### src/hdl/pst_pkg.sv
// ----------------------------------------------------------------------------
// pst_pkg
// Shared types and constants of the peer session table: operation codes,
// controller states, fixed field widths and the per-cycle cell control word.
// ----------------------------------------------------------------------------
package pst_pkg;

   // fixed widths of the request and response fields
   localparam int KIND_W    = 2;
   localparam int PEER_ID_W = 64;
   localparam int TIME_W    = 32;
   localparam int RSP_IDX_W = 3;

   // operation codes carried in req_kind
   typedef enum logic [KIND_W-1:0] {
      KIND_LOOKUP  = 2'd0,
      KIND_INSTALL = 2'd1,
      KIND_TOUCH   = 2'd2,
      KIND_SWEEP   = 2'd3
   } kind_type;

   // controller states
   typedef enum logic [1:0] {
      ST_IDLE,
      ST_SCAN,
      ST_DONE
   } state_type;

   // what the controller tells the ring of cells in a cycle
   typedef struct packed {
      logic shift;       // rotate the ring by one cell toward the head
      logic head_kill;   // drop the head entry as it wraps to the tail
      logic head_touch;  // give the wrapping head entry the write expiry
      logic load;        // write a new entry into the addressed cell
   } cell_ctrl_type;

endpackage

### src/hdl/peer_session_table_with_expiry.sv
// ----------------------------------------------------------------------------
// peer_session_table_with_expiry
// Session table kept in a rotating ring of slot cells, scanned at the head.
//
//   channel   ports                                        handshake
//   request   req_kind, req_peer_id, req_now_time,         start && !busy
//             req_ttl, req_new_expiry
//   response  rsp_found, rsp_slot_index, rsp_reused        rsp_strobe, 1 cycle
//
// The ring turns once past the head cell in ST_SCAN; ST_DONE then does the
// install write and loads the response registers, and rsp_strobe is
// registered from ST_DONE. busy is high from the accepting edge until the
// controller is back in ST_IDLE, so no new request is taken mid-pass.
// Reset clears all valid bits at once; the block is ready in the cycle after
// reset. The receiver cannot stall, so nothing holds the response.
// ----------------------------------------------------------------------------
module peer_session_table_with_expiry #(
   parameter int SLOTS     = 8,
   parameter int PEER_BITS = 64
) (
   input  logic                           clock,
   input  logic                           reset,
   input  logic                           start,
   output logic                           busy,
   input  logic [pst_pkg::KIND_W-1:0]     req_kind,
   input  logic [pst_pkg::PEER_ID_W-1:0]  req_peer_id,
   input  logic [pst_pkg::TIME_W-1:0]     req_now_time,
   input  logic [pst_pkg::TIME_W-1:0]     req_ttl,
   input  logic [pst_pkg::TIME_W-1:0]     req_new_expiry,
   output logic                           rsp_strobe,
   output logic                           rsp_found,
   output logic [pst_pkg::RSP_IDX_W-1:0]  rsp_slot_index,
   output logic                           rsp_reused
);
   import pst_pkg::*;

   localparam int IDX_W = (SLOTS > 1) ? $clog2(SLOTS) : 1;

   cell_ctrl_type        cell_ctrl;
   logic [IDX_W-1:0]     load_idx;
   logic [PEER_BITS-1:0] wr_peer;
   logic [TIME_W-1:0]    wr_expiry;

   logic                 cell_valid  [SLOTS];
   logic [PEER_BITS-1:0] cell_peer   [SLOTS];
   logic [TIME_W-1:0]    cell_expiry [SLOTS];
   logic                 nb_valid    [SLOTS];
   logic [PEER_BITS-1:0] nb_peer     [SLOTS];
   logic [TIME_W-1:0]    nb_expiry   [SLOTS];

   logic                 wrap_valid;
   logic [TIME_W-1:0]    wrap_expiry;

   // head entry as it wraps around to the tail, after sweep or touch
   assign wrap_valid  = cell_valid[0] && !cell_ctrl.head_kill;
   assign wrap_expiry = cell_ctrl.head_touch ? wr_expiry : cell_expiry[0];

   // ring of slot cells, head at cell 0
   for (genvar i = 0; i < SLOTS; i++) begin : g_cell
      if (i == SLOTS - 1) begin : g_tail
         assign nb_valid[i]  = wrap_valid;
         assign nb_peer[i]   = cell_peer[0];
         assign nb_expiry[i] = wrap_expiry;
      end else begin : g_body
         assign nb_valid[i]  = cell_valid[i+1];
         assign nb_peer[i]   = cell_peer[i+1];
         assign nb_expiry[i] = cell_expiry[i+1];
      end

      pst_cell #(
         .PEER_BITS (PEER_BITS)
      ) u_cell (
         .clock       (clock),
         .reset       (reset),
         .shift       (cell_ctrl.shift),
         .load        (cell_ctrl.load && (load_idx == IDX_W'(i))),
         .load_peer   (wr_peer),
         .load_expiry (wr_expiry),
         .nb_valid    (nb_valid[i]),
         .nb_peer     (nb_peer[i]),
         .nb_expiry   (nb_expiry[i]),
         .slot_valid  (cell_valid[i]),
         .slot_peer   (cell_peer[i]),
         .slot_expiry (cell_expiry[i])
      );
   end

   // scan controller
   pst_ctrl #(
      .SLOTS     (SLOTS),
      .PEER_BITS (PEER_BITS),
      .IDX_W     (IDX_W)
   ) u_ctrl (
      .clock          (clock),
      .reset          (reset),
      .start          (start),
      .busy           (busy),
      .req_kind       (req_kind),
      .req_peer_id    (req_peer_id),
      .req_now_time   (req_now_time),
      .req_ttl        (req_ttl),
      .req_new_expiry (req_new_expiry),
      .head_valid     (cell_valid[0]),
      .head_peer      (cell_peer[0]),
      .head_expiry    (cell_expiry[0]),
      .cell_ctrl      (cell_ctrl),
      .load_idx       (load_idx),
      .wr_peer        (wr_peer),
      .wr_expiry      (wr_expiry),
      .rsp_strobe     (rsp_strobe),
      .rsp_found      (rsp_found),
      .rsp_slot_index (rsp_slot_index),
      .rsp_reused     (rsp_reused)
   );

endmodule

### src/hdl/pst_cell.sv
// ----------------------------------------------------------------------------
// pst_cell
// One slot of the session ring: valid bit, peer identifier and expiry time.
// Takes its neighbor's entry on a shift, or a new entry on a direct load.
// ----------------------------------------------------------------------------
module pst_cell #(
   parameter int PEER_BITS = 64
) (
   input  logic                        clock,
   input  logic                        reset,
   input  logic                        shift,
   input  logic                        load,
   input  logic [PEER_BITS-1:0]        load_peer,
   input  logic [pst_pkg::TIME_W-1:0]  load_expiry,
   input  logic                        nb_valid,
   input  logic [PEER_BITS-1:0]        nb_peer,
   input  logic [pst_pkg::TIME_W-1:0]  nb_expiry,
   output logic                        slot_valid,
   output logic [PEER_BITS-1:0]        slot_peer,
   output logic [pst_pkg::TIME_W-1:0]  slot_expiry
);
   import pst_pkg::*;

   logic                 valid_ff;
   logic [PEER_BITS-1:0] peer_ff;
   logic [TIME_W-1:0]    expiry_ff;

   // valid bit, cleared by reset
   always_ff @(posedge clock) begin
      if (reset) begin
         valid_ff <= 1'b0;
      end else if (load) begin
         valid_ff <= 1'b1;
      end else if (shift) begin
         valid_ff <= nb_valid;
      end
   end

   // entry payload
   always_ff @(posedge clock) begin
      if (load) begin
         peer_ff   <= load_peer;
         expiry_ff <= load_expiry;
      end else if (shift) begin
         peer_ff   <= nb_peer;
         expiry_ff <= nb_expiry;
      end
   end

   assign slot_valid  = valid_ff;
   assign slot_peer   = peer_ff;
   assign slot_expiry = expiry_ff;

endmodule

### src/hdl/pst_ctrl.sv
// ----------------------------------------------------------------------------
// pst_ctrl
// Scan controller: watches the head cell as the ring rotates once, tracks
// the first match, first free slot and soonest expiry, and issues the
// response and the install write at the end of the pass.
// ----------------------------------------------------------------------------
module pst_ctrl #(
   parameter int SLOTS     = 8,
   parameter int PEER_BITS = 64,
   parameter int IDX_W     = 3
) (
   input  logic                           clock,
   input  logic                           reset,
   input  logic                           start,
   output logic                           busy,
   input  logic [pst_pkg::KIND_W-1:0]     req_kind,
   input  logic [pst_pkg::PEER_ID_W-1:0]  req_peer_id,
   input  logic [pst_pkg::TIME_W-1:0]     req_now_time,
   input  logic [pst_pkg::TIME_W-1:0]     req_ttl,
   input  logic [pst_pkg::TIME_W-1:0]     req_new_expiry,
   input  logic                           head_valid,
   input  logic [PEER_BITS-1:0]           head_peer,
   input  logic [pst_pkg::TIME_W-1:0]     head_expiry,
   output pst_pkg::cell_ctrl_type         cell_ctrl,
   output logic [IDX_W-1:0]               load_idx,
   output logic [PEER_BITS-1:0]           wr_peer,
   output logic [pst_pkg::TIME_W-1:0]     wr_expiry,
   output logic                           rsp_strobe,
   output logic                           rsp_found,
   output logic [pst_pkg::RSP_IDX_W-1:0]  rsp_slot_index,
   output logic                           rsp_reused
);
   import pst_pkg::*;

   localparam logic [IDX_W-1:0] LAST_IDX = IDX_W'(SLOTS - 1);

   state_type            state_ff, state_in;
   kind_type             kind_ff;
   logic [PEER_BITS-1:0] peer_ff;
   logic [TIME_W-1:0]    now_ff, ttl_ff, nexp_ff;
   logic [IDX_W-1:0]     cnt_ff;
   logic                 hit_ff, hit_in;
   logic [IDX_W-1:0]     hit_idx_ff, hit_idx_in;
   logic                 free_ff, free_in;
   logic [IDX_W-1:0]     free_idx_ff, free_idx_in;
   logic [IDX_W-1:0]     cand_idx_ff, cand_idx_in;
   logic [TIME_W-1:0]    cand_exp_ff, cand_exp_in;
   logic                 strobe_ff, found_ff, reused_ff;
   logic [IDX_W-1:0]     idx_ff;

   logic                 accept;
   logic [TIME_W-1:0]    alive_diff, evict_diff;
   logic                 head_alive, peer_eq, head_match;
   logic [IDX_W-1:0]     pick_idx;
   logic                 done_found;
   logic [IDX_W+RSP_IDX_W-1:0] idx_wide;

   assign accept = start && (state_ff == ST_IDLE);
   assign busy   = (state_ff != ST_IDLE);

   // head liveness and peer compare with wrapping time
   assign alive_diff = head_expiry - now_ff;
   assign head_alive = (alive_diff != '0) && !alive_diff[TIME_W-1];
   assign evict_diff = head_expiry - cand_exp_ff;
   assign peer_eq    = (head_peer == peer_ff);
   assign head_match = head_valid && peer_eq;

   // install target: same peer, else first free, else soonest expiry
   always_comb begin
      priority if (hit_ff) begin
         pick_idx = hit_idx_ff;
      end else if (free_ff) begin
         pick_idx = free_idx_ff;
      end else begin
         pick_idx = cand_idx_ff;
      end
   end

   assign load_idx  = pick_idx;
   assign wr_peer   = peer_ff;
   assign wr_expiry = (kind_ff == KIND_TOUCH) ? nexp_ff : (now_ff + ttl_ff);

   // next state, scan tracking and cell control
   always_comb begin
      state_in    = state_ff;
      hit_in      = hit_ff;
      hit_idx_in  = hit_idx_ff;
      free_in     = free_ff;
      free_idx_in = free_idx_ff;
      cand_idx_in = cand_idx_ff;
      cand_exp_in = cand_exp_ff;
      cell_ctrl   = '0;
      done_found  = 1'b0;
      unique case (state_ff)
         ST_IDLE: begin
            if (start) begin
               state_in = ST_SCAN;
               hit_in   = 1'b0;
               free_in  = 1'b0;
            end
         end
         ST_SCAN: begin
            cell_ctrl.shift = 1'b1;
            unique case (kind_ff)
               KIND_LOOKUP: begin
                  if (!hit_ff && head_match && head_alive) begin
                     hit_in     = 1'b1;
                     hit_idx_in = cnt_ff;
                  end
               end
               KIND_INSTALL: begin
                  if (!hit_ff && head_match) begin
                     hit_in     = 1'b1;
                     hit_idx_in = cnt_ff;
                  end
                  if (!free_ff && !head_valid) begin
                     free_in     = 1'b1;
                     free_idx_in = cnt_ff;
                  end
                  if (cnt_ff == '0 || evict_diff[TIME_W-1]) begin
                     cand_idx_in = cnt_ff;
                     cand_exp_in = head_expiry;
                  end
               end
               KIND_TOUCH: begin
                  if (!hit_ff && head_match) begin
                     hit_in               = 1'b1;
                     hit_idx_in           = cnt_ff;
                     cell_ctrl.head_touch = 1'b1;
                  end
               end
               KIND_SWEEP: begin
                  cell_ctrl.head_kill = head_valid && !head_alive;
               end
               default: ;
            endcase
            if (cnt_ff == LAST_IDX) begin
               state_in = ST_DONE;
            end
         end
         ST_DONE: begin
            cell_ctrl.load = (kind_ff == KIND_INSTALL);
            done_found     = (kind_ff == KIND_INSTALL) ||
                             (((kind_ff == KIND_LOOKUP) || (kind_ff == KIND_TOUCH)) && hit_ff);
            state_in       = ST_IDLE;
         end
         default: begin
            state_in = ST_IDLE;
         end
      endcase
   end

   // control registers
   always_ff @(posedge clock) begin
      if (reset) begin
         state_ff  <= ST_IDLE;
         strobe_ff <= 1'b0;
      end else begin
         state_ff  <= state_in;
         strobe_ff <= (state_ff == ST_DONE);
      end
   end

   // request capture, slot counter and scan trackers
   always_ff @(posedge clock) begin
      if (accept) begin
         kind_ff <= kind_type'(req_kind);
         peer_ff <= req_peer_id[PEER_BITS-1:0];
         now_ff  <= req_now_time;
         ttl_ff  <= req_ttl;
         nexp_ff <= req_new_expiry;
         cnt_ff  <= '0;
      end else if (state_ff == ST_SCAN) begin
         cnt_ff <= cnt_ff + IDX_W'(1);
      end
      hit_ff      <= hit_in;
      hit_idx_ff  <= hit_idx_in;
      free_ff     <= free_in;
      free_idx_ff <= free_idx_in;
      cand_idx_ff <= cand_idx_in;
      cand_exp_ff <= cand_exp_in;
   end

   // response registers
   always_ff @(posedge clock) begin
      if (state_ff == ST_DONE) begin
         found_ff  <= done_found;
         idx_ff    <= done_found ? pick_idx : '0;
         reused_ff <= (kind_ff == KIND_INSTALL) && hit_ff;
      end
   end

   // slot number reported through its low bits
   assign idx_wide       = {{RSP_IDX_W{1'b0}}, idx_ff};
   assign rsp_strobe     = strobe_ff;
   assign rsp_found      = found_ff;
   assign rsp_slot_index = idx_wide[RSP_IDX_W-1:0];
   assign rsp_reused     = reused_ff;

endmodule
### config.mk
export PLATFORM = sky130hd
export DESIGN_NAME = peer_session_table_with_expiry
export DESIGN_NICKNAME = d
export VERILOG_FILES = /design/src/hdl/pst_pkg.sv /design/src/hdl/peer_session_table_with_expiry.sv /design/src/hdl/pst_cell.sv /design/src/hdl/pst_ctrl.sv
export SDC_FILE = /design/constraint.sdc
export NUM_CORES = 1
export LEC_CHECK = 0
export ABC_AREA = 1
export ABC_CLOCK_PERIOD_IN_PS = 9800
export BUFFER_PORTS_ARGS = -buffer_cell sky130_fd_sc_hd__buf_2
export CAP_MARGIN = 25
export CORE_MARGIN = 3
export CORE_UTILIZATION = 61
export DETAILED_ROUTE_END_ITERATION = 16
export PLACE_DENSITY = 0.78
export REMOVE_ABC_BUFFERS = 1
export SYNTH_ARGS = -nofsm -noshare
export SYNTH_HDL_FRONTEND = slang
export SYNTH_SLANG_ARGS = --single-unit
### constraint.sdc
create_clock -name clock -period 9.8 [get_ports clock]
set_input_delay 0.49 -clock clock [delete_from_list [all_inputs] [get_ports clock]]
set_output_delay 0.49 -clock clock [all_outputs]
set_load 0.03 [all_outputs]
======== Word level (Yosys, flattened, before mapping) ========
Index checks and enable logic that the tools add are counted.
storage, ports and cells
  register bits ........................... 992
  input bits .............................. 165
  logic and storage cells ................. 190
cells by class
  equal/unequal tests ..................... 23
  mux-type cells .......................... 72
  add/sub/neg operators ................... 4
  reductions and logical operators ........ 50
operators with widths
  cell                                                 count
  two-way mux 64 bit                                   16
  two-way mux 32 bit                                   18
  equality test 64 bit                                 1
  subtractor 32 bit                                    2
  adder 32 bit                                         1
  nonzero test 32 bit                                  1
  two-way mux 1 bit                                    26
  nonzero test 2 bit                                   11
  logical AND 1 bit                                    18
  equality test 3 bit, second input constant           5
  two-way mux 3 bit                                    5
  != test 2 x 1 -> 1 bit, second input constant        5
  != test 3 x 2 -> 1 bit, second input constant        3
  AND reduction 4 bit                                  2
  equality test 2 bit, second input constant           3
  equality test 3 x 2 -> 1 bit, second input constant  2
  logical NOT 1 bit                                    6
  logical NOT 3 bit                                    2
  one-hot mux 1 bit (2 select lines)                   3
  one-hot mux 3 bit (2 select lines)                   1
  AND reduction 3 bit                                  2
  AND reduction 5 bit                                  1
  equality test 2 x 1 -> 1 bit, second input constant  2
  logical NOT 2 bit                                    2
  8 further kinds                                      11

======== Logic depth before layout (Yosys ltp) ========
Gate-level depths: netlist (run 1).
  word-level depth ........................ 11
  depth in mapped cells ................... 22
  mapped depth without buffers ............ 22

======== Cells and area by module ========
Synthesis (run 1) repeated with hierarchy kept, for this count alone.
second synthesis, totals
  cells, all modules ...................... 4997
  area total of the unflattened synthesis .. 48129.9 µm²
by module, submodules not included
  module                          cells each  area each (µm²)  times used  sequential area each (µm²)
  pst_cell                        411         4256.6           8           2902.8
  pst_ctrl                        1587        13392.8          1           6426.2
  peer_session_table_with_expiry  122         684.4            1           0.0

======== Worst setup path after synthesis (run 1) ========
No wires, ideal clock.
  path type ............................... input port to flip-flop
  start point ............................. input port start
  end point ............................... register u_ctrl.hit_ff (enable)
  stages on the path ...................... 4
  arrival ................................. 4.083 ns
  data required time ...................... 9.494 ns
  setup slack ............................. 5.411 ns
  path through ............................ nand2_1 > inv_1 > nor2_1 > nor2_1
between the ends
  word-level cells in the longest chain between the ends .. 2
ends and longest elaborated chain
  what                           line                                  RTL
  start: declaration             peer_session_table_with_expiry.sv:23  input logic start,
  != test 2 bit (no line)        --
  AND reduction 5 bit (no line)  --
  end signal: assignment         pst_ctrl.sv:176                       hit_ff <= hit_in;
  end: declaration               pst_ctrl.sv:42                        logic hit_ff, hit_in;
Every way passes these cells.
A chain may end at the register's enable or synchronous reset.

======== Worst setup path in the final report (run 1) ========
  start point ............................. register u_ctrl.kind_ff[1]
  end point ............................... register g_cell[6].u_cell.expiry_ff[7] (enable)
between the ends
  word-level cells in the longest chain between the ends .. 4
ends and longest elaborated chain
  what                          line                                  RTL
  start: declaration            pst_ctrl.sv:38                        kind_type kind_ff;
  start signal: assignment      pst_ctrl.sv:167                       kind_ff <= kind_type'(req_kind);
  equality test 2 x 1 -> 1 bit  pst_ctrl.sv:142                       cell_ctrl.load = (kind_ff == KIND_INSTALL);
  two-way mux 1 bit             pst_ctrl.sv:94                        unique case (state_ff)
  logical AND 1 bit             peer_session_table_with_expiry.sv:76  .load (cell_ctrl.load && (load_idx == IDX_W'(i))),
  nonzero test 2 bit (no line)  --
  end signal: assignment        pst_cell.sv:43                        expiry_ff <= load_expiry;
  end signal: assignment        pst_cell.sv:46                        expiry_ff <= nb_expiry;
  end: declaration              pst_cell.sv:26                        logic [TIME_W-1:0] expiry_ff;
Every way passes these cells.

==> qor.txt, run 1 <==
outcome - complete, no violations
Synth Cell Area - 0.0455 mm²
largest net degree at the start of global routing - 112
Die Width - 279 µm
flops & latches, synth - 992
vias - 32800
Avg Inst Size Synth - 10.5 µm²
row count - 99
top_reg_cell synth - edfxtp_1
min-delay worst type - primary input to flip-flop
Placed Cells - 5330
Max-Cap Viols - 0
Tmin final - 4020 ps
RSZ-0062 raised after global routing - false
H-Tree Depth - 3
Detail Placement HPWL - 73400 µm
fin worst setup slack - 5780 ps
# IOs - 172
Max Clk Rate - 0.249 GHz
vias in the first global route - 31800
post-synthesis async set-or-reset flop share - 0%
wire per inst - 20.6 µm
Max Transition Viols Final - 0
Port Buffer Count - 171
Crit. End Element - flip-flop
Final Hold Violating Endpoints - 0
Area Growth Syn to Fin - 13.6%
Core Util, Final - 70.4%
clk_lat worst skew - 680 ps
crit-path max FO - 82
Peak VDD IR - 207 µV
hold depth - 1
Die Area - 0.0779 mm²
mean number of vias per cell - 5.81
sequential area share after synthesis - 65.2%
grt peak-use layer - met2
root buf cell - clkbuf_16
fin cells - 5644
grt met3 use - 4.67%
cell leakage power - 21.3 nW
internal power - 7.45 mW
WP data arrival - 4290 ps
Unique masters post-synth - 57
CTS tree - done
Least-Margin Pin Slew - 1100 ps
sequential cell fraction of total power - 51.4%
Sw Ratio - 25.3%
remaining antenna violation count - 0
grt met1 use - 40.2%
cells after synthesis - 4350
final number of setup-violating endpoints - 0
relative slew slack - 27.0%
met2 usage - 49.3%
layout cells sized above 1 - 9.90%
Ys Warns - 0
number of synthesized flops with an enable pin - 978
gpl congestion - 0.957
FF-to-FF path depth - 11
post-cts sizing count - 0
Detailed Route Iter0 Violations - 3748
Fin Clk Skew - 41.5 ps
total gr overflow - 0
core footprint - 0.0735 mm²
first-pass GRT wire length - 179000 µm
antenna violations before repair - 0
power per cell area - 193 mW/mm²
Longest Clk Path Bufs - 3
DP Worst Slack - 5790 ps
CTS Sinks - 992
Reg clk slew, reported paths - 60 ps
setup TNS - 0 ps
Worst EP required - 10070 ps
Net Sw Power - 2.52 mW
TritonRoute pass-1 iters - 8
Initial Util - 61.9%
combinational share of power - 10.7%
Die Ht - 279 µm
# DRC - 0
Worst Setup Start Kind - flip-flop
total track usage - 29.8%
fin nets - 4869
n_diodes - 0
crit share post-route - 41.0%
critical path class - flip-flop to flip-flop
final wirelength - 117000 µm
TritonCTS Buffers - 98
clock share of power - 37.9%
-- layout by cell type (no fill, tap or decap), drive strengths merged, types with 2 or more instances in the layout --
| master | netlist | layout |
|---|---|---|
| nor2 | 244 | 244 |
| dlygate4sd3 | 0 | 127 |
| xor2 | 35 | 35 |
| nand3b | 5 | 5 |
| a21oi | 88 | 88 |
| a2111oi | 2 | 2 |
| o21ai | 687 | 687 |
| dfxtp | 14 | 14 |
| nand4 | 32 | 32 |
| edfxtp | 978 | 978 |
| ha | 99 | 99 |
| o21bai | 6 | 6 |
| clkinv | 1 | 50 |
| xnor2 | 11 | 11 |
| and2 | 6 | 6 |
| or2 | 27 | 27 |
| clkbuf | 83 | 116 |
| buf | 89 | 198 |
| fa | 2 | 2 |
| a221oi | 4 | 4 |
| a31oi | 66 | 66 |
| clkinvlp | 0 | 5 |
| o211ai | 5 | 5 |
| nand2 | 1301 | 1301 |
| nor3 | 31 | 31 |
| o31ai | 2 | 2 |
| o221ai | 2 | 2 |
| a21o | 4 | 4 |
| nor3b | 5 | 5 |
| bufinv | 0 | 9 |
| inv | 403 | 406 |
| nand3 | 95 | 95 |
| nor4 | 17 | 17 |
| o2111ai | 2 | 2 |
-- power groups by stage --
stage,logic [mW],clock network [mW],registers (mW)
2_1_floorplan,0.653,0,5.19
3_3_place_gp,0.979,0,5.20
3_5_place_dp,1.00,0,5.21
4_1_cts,1.05,3.80,5.13
5_1_grt,1.18,3.96,5.15
6_report,1.07,3.78,5.13
-- cell families after synthesis --
| logic type | Yosys count | share of synthesized area [%] |
|---|---|---|
| XOR/XNOR | 46 | 0.885 |
| buffers and inverters | 576 | 5.02 |
| adder cells (fa/ha/maj) | 101 | 2.81 |
| AND/OR/NAND/NOR | 1765 | 15.9 |
| flip-flops | 992 | 65.2 |
| AO/OA/AOI/OAI | 870 | 10.3 |
-- path summary, 6_finish.rpt --
kind                                             startpoint                                        end  slack (ps)
hold / removal                                  req_ttl[23]                u_ctrl.ttl_ff[23]$_DFFE_PP_          20
hold reg to reg   g_cell[0].u_cell.slot_expiry[0]$_DFFE_PP_            u_ctrl.cand_exp_ff[0]$_DFFE_PP_         470
setup / recovery                u_ctrl.kind_ff[1]$_DFFE_PP_  g_cell[6].u_cell.slot_expiry[7]$_DFFE_PP_        5780
setup reg to reg                u_ctrl.kind_ff[1]$_DFFE_PP_  g_cell[6].u_cell.slot_expiry[7]$_DFFE_PP_        5780
-- sequential cells by signal, indices dropped and copies added, names as in the netlist, 2 cells and up --
| signal | cells |
|---|---|
| g_cell.u_cell.slot_peer | 512 |
| u_ctrl.state_ff | 2 |
| u_ctrl.now_ff | 32 |
| u_ctrl.cand_exp_ff | 32 |
| u_ctrl.ttl_ff | 32 |
| u_ctrl.wr_peer | 64 |
| u_ctrl.hit_idx_ff | 3 |
| g_cell.u_cell.slot_valid | 8 |
| u_ctrl.kind_ff | 2 |
| u_ctrl.cand_idx_ff | 3 |
| u_ctrl.free_idx_ff | 3 |
| g_cell.u_cell.slot_expiry | 256 |
| u_ctrl.rsp_slot_index | 3 |
| u_ctrl.cnt_ff | 3 |
| u_ctrl.nexp_ff | 32 |
-- cell type report --
cell class | count | area, µm²
clock buffer | 116 | 2560
clock inverter | 66 | 657
fill | 5120 | 21800
inverter | 404 | 1560
multi-input combinational | 2782 | 13600
sequential | 992 | 29600
tap | 959 | 1200
timing repair buffer | 325 | 2410
-- critical path, stage by stage, from the launching register on --
cell      delay [ps]
edfxtp_1         440
inv_1            110
ha_1             190
inv_1             50
nor2_1           110
inv_1             70
nor2_1           120
inv_2            100
nor2_4           510
inv_6            360
nand2_4          560
buf_4            890
-- per-stage QoR --
| stage | hold WS (ps) | cell area (µm²) | power (mW) |
|---|---|---|---|
| after floorplan | 426 | 44700 | 5.84 |
| after global placement | 427 | 47100 | 6.18 |
| after detailed placement | 449 | 47100 | 6.21 |
| after CTS | 0.121 | 51600 | 9.97 |
| after global routing | 1.68 | 51700 | 10.3 |
| final | 19.0 | 51700 | 9.97 |
-- cells in the mapped netlist, types with 15 or more instances --
cell,count,area share (%)
or2_2,22,0.30
a31oi_1,64,0.88
nor4_1,16,0.22
buf_2,81,0.89
xor2_1,35,0.67
inv_1,375,3.1
nand4_1,31,0.43
a21oi_1,71,0.78
clkbuf_1,83,0.68
ha_1,99,2.7
nand3_1,83,0.91
inv_2,28,0.23
nor3_1,30,0.33
edfxtp_1,978,65
o21ai_1,90,0.99
a21oi_2,15,0.29
o21ai_0,591,6.5
nand2_1,1293,11
nor2_1,227,1.9
-- layer usage --
metal	routed length [µm]	up-vias
met5	0	-
met4	4430	0
met3	10100	254
met2	56100	1582
met1	45900	15500
li1	-	15400
-- what timing repair did --
item	CTS	global route
hold buffers	127	0
setup buffers	0	0
hold endpoints to repair	127	0
Power figures use the tool's default switching activity.
==> run 2: changes to the inputs <==
Settings changed: ABC_CLOCK_PERIOD_IN_PS 9800 to 3300, CORE_UTILIZATION 61 to 56, PLACE_DENSITY 0.78 to 0.75.
Clock period 9.8 ns to 3.3 ns, I/O delays scaled along.
==> run 2 against run 1 <==
Non-clock buffer count increased by 89. Cell count grew 3.3%. Routed wire length increased by 3.1%. Count of clock-buffer cells in the layout shrank 2. Global-route usage is 1.5 points lower. Critical endpoint is now u_ctrl.hit_idx_ff[1]$_DFFE_PP_. Largest power group unchanged.
==> qor.txt, run 2 (synthesized netlist as in run 1, its figures left out) <==
worst r2r src - g_cell[0].u_cell.slot_expiry[0]$_DFFE_PP_
Max-Cap Viols - 0 (unchanged)
crit path launch - g_cell[0].u_cell.slot_expiry[0]$_DFFE_PP_
FF-to-FF path depth - 19 (+8)
Largest register FFs - 512 (unchanged)
setup bufs post-CTS - 0 (unchanged)
fin cells - 5828 (+3.3%)
Worst EP required - 3730 ps (-6340 ps)
Detail Placement HPWL - 75300 µm (+2.6%)
Peak VDD IR - 497 µV (+140%)
gpl congestion - 0.948 (-1.0%)
core footprint - 0.0798 mm² (+8.6%)
total gr overflow - 0 (unchanged)
# DRC - 0 (unchanged)
vias in the first global route - 32500 (+2.2%)
final number of setup-violating endpoints - 0 (unchanged)
Die Area - 0.0847 mm² (+8.7%)
remaining antenna violation count - 0 (unchanged)
WP data arrival - 3500 ps (-790 ps)
M1 wire length - 49300 µm (+7.3%)
Initial Util - 57.0% (-4.9 points)
setup TNS - 0 ps (unchanged)
WL met3 - 9260 µm (-8.1%)
post-route cell area - 0.0530 mm² (+2.6%)
Post-DP Area - 0.0480 mm² (+2.0%)
Die Ht - 291 µm (+4.3%)
Fin Clk Skew - 44.0 ps (+2.54 ps)
commonest non-fill, non-tap cell in the layout - nand2_1
Crit. End Element - flip-flop
clk_lat worst skew - 680 ps (about the same)
crit-path max FO - 4 (-95%)
Placed Cells - 5478 (+2.8%)
outcome - complete, no violations
final wirelength - 120000 µm (+3.1%)
met2 wire len - 57200 µm (+2.0%)
antenna violations before repair - 0 (unchanged)
Reg clk slew, reported paths - 60 ps (about the same)
largest net degree at the start of global routing - 172 (+54%)
Die Width - 291 µm (+4.3%)
CTS Sinks - 992 (unchanged)
n_diodes - 0 (unchanged)
TritonCTS Buffers - 100 (+2.0%)
Tmin final - 3070 ps (-944 ps)
critical path class - flip-flop to flip-flop
Final Hold Violating Endpoints - 0 (unchanged)
r2r endpoint - u_ctrl.hit_idx_ff[1]$_DFFE_PP_
min-delay worst type - primary input to flip-flop
root buf cell - clkbuf_16
Detailed Route Iter0 Violations - 3229 (-14%)
Reg2Reg Setup Slack - 230 ps (-5560 ps)
fin nets - 4960 (+1.9%)
wire per inst - 20.6 µm (-0.14%)
crit share post-route - 93.1% (+52 points)
layout cells sized above 1 - 11.1% (+1.2 points)
crit path to - u_ctrl.hit_idx_ff[1]$_DFFE_PP_
Least-Margin Pin Slew - 891 ps (-204 ps)
CTS tree - done
Worst Setup Start Kind - flip-flop
vias - 33200 (+1.2%)
RSZ-0062 raised after global routing - false
Area Growth Syn to Fin - 16.5%
Port Buffer Count - 171 (unchanged)
mean number of vias per cell - 5.70 (-2.0%)
Top Layer Used - met4
Max Transition Viols Final - 0 (unchanged)
H-Tree Depth - 3 (unchanged)
TritonRoute pass-1 iters - 6 (-2)
power per cell area - 566 mW/mm² (+190%)
Pwr Total - 30.0 mW (+200%)
most frequent cells in the layout - 1285 x nand2_1, 978 x edfxtp_1, 591 x o21ai_0
# IOs - 172 (unchanged)
Max Clk Rate - 0.325 GHz (+31%)
row count - 103 (+4.0%)
first-pass GRT wire length - 187000 µm (+4.0%)
Longest Clk Path Bufs - 3 (unchanged)
relative slew slack - 40.6% (+14 points)
cell leakage power - 21.9 nW (+2.7%)
total track usage - 28.2% (-1.5 points)
[run 2: cell count changes in the layout (fill, tap and decap cells not counted), moves of 3 or more]
cell,delta
inv_4,+3
bufinv_16,+3
buf_12,+31
buf_16,-3
buf_4,+24
ha_1,-4
clkinv_1,-3
clkinv_2,+3
dlygate4sd3_1,+37
ha_2,+4
[run 2: repair_timing]
| item | 4_1_cts | 5_1_grt |
|---|---|---|
| hold buffers | 164 | 0 |
| endpoints found under the setup margin | 0 | 5 |
| resized for setup | 0 | 8 |
| hold endpoints to repair | 176 | 0 |
[run 2: power by group]
| group | total (mW) | switching (mW) | internal [mW] | leakage (nW) |
|---|---|---|---|---|
| clock | 11.5 | 4.97 | 6.55 | 1.60 |
| sequential | 15.2 | 0.329 | 14.9 | 9.33 |
| combinational | 3.31 | 2.23 | 1.08 | 11.0 |
[run 2: worst max-delay path, cell delays in order (launching register included)]
cell,delay [ps]
edfxtp_1,340
inv_1,70
ha_1,220
fa_1,420
inv_1,120
nand3_1,70
nand3_1,170
nand3_1,90
nand2_1,180
nand2_1,110
nand3_1,80
nand2_1,60
nor2_1,140
nand2_1,80
nor2_1,200
nand3_4,170
nand3_2,130
nand2_1,50
nand2_1,80
nor2_2,50
[run 2: worst min path at each step]
stage               startpoint                                        to  slack (ps)  cells after the start
2_1_floorplan            reset  g_cell[1].u_cell.slot_valid$_SDFFE_PP0P_         230                      1
3_3_place_gp   req_peer_id[10]              u_ctrl.wr_peer[10]$_DFFE_PP_         340                      1
3_5_place_dp       req_ttl[14]               u_ctrl.ttl_ff[14]$_DFFE_PP_         340                      1
4_1_cts        req_peer_id[61]              u_ctrl.wr_peer[61]$_DFFE_PP_         150                      2
5_1_grt        req_peer_id[61]              u_ctrl.wr_peer[61]$_DFFE_PP_         180                      2
6_report       req_peer_id[61]              u_ctrl.wr_peer[61]$_DFFE_PP_         190                      2
[run 2: metrics by stage]
| stage | hold WS [ps] | utilization [%] | worst slack [ps] |
|---|---|---|---|
| 3_3_place_gp | 341 | 60.2 | 62.7 |
| 4_1_cts | 150 | 66.4 | 82.9 |
| 5_1_grt | 183 | 66.4 | 12.8 |
| 3_5_place_dp | 343 | 60.2 | 104 |
| 2_1_floorplan | 234 | - | -2260 |
| 6_report | 188 | 66.4 | 227 |
[run 2: final cells by class]
type | instances | area [µm²]
fill | 5964 | 26800
clock buffer | 114 | 2550
timing repair buffer | 414 | 3500
tap | 1050 | 1310
sequential | 992 | 29600
inverter | 404 | 1550
clock inverter | 72 | 764
multi-input combinational | 2782 | 13700
[run 2: layer usage]
metal	GRT usage [%]	up-vias
met2	46.1	1513
li1	-	15600
met5	0	-
met3	3.89	266
met1	39.1	15800
met4	9.96	0
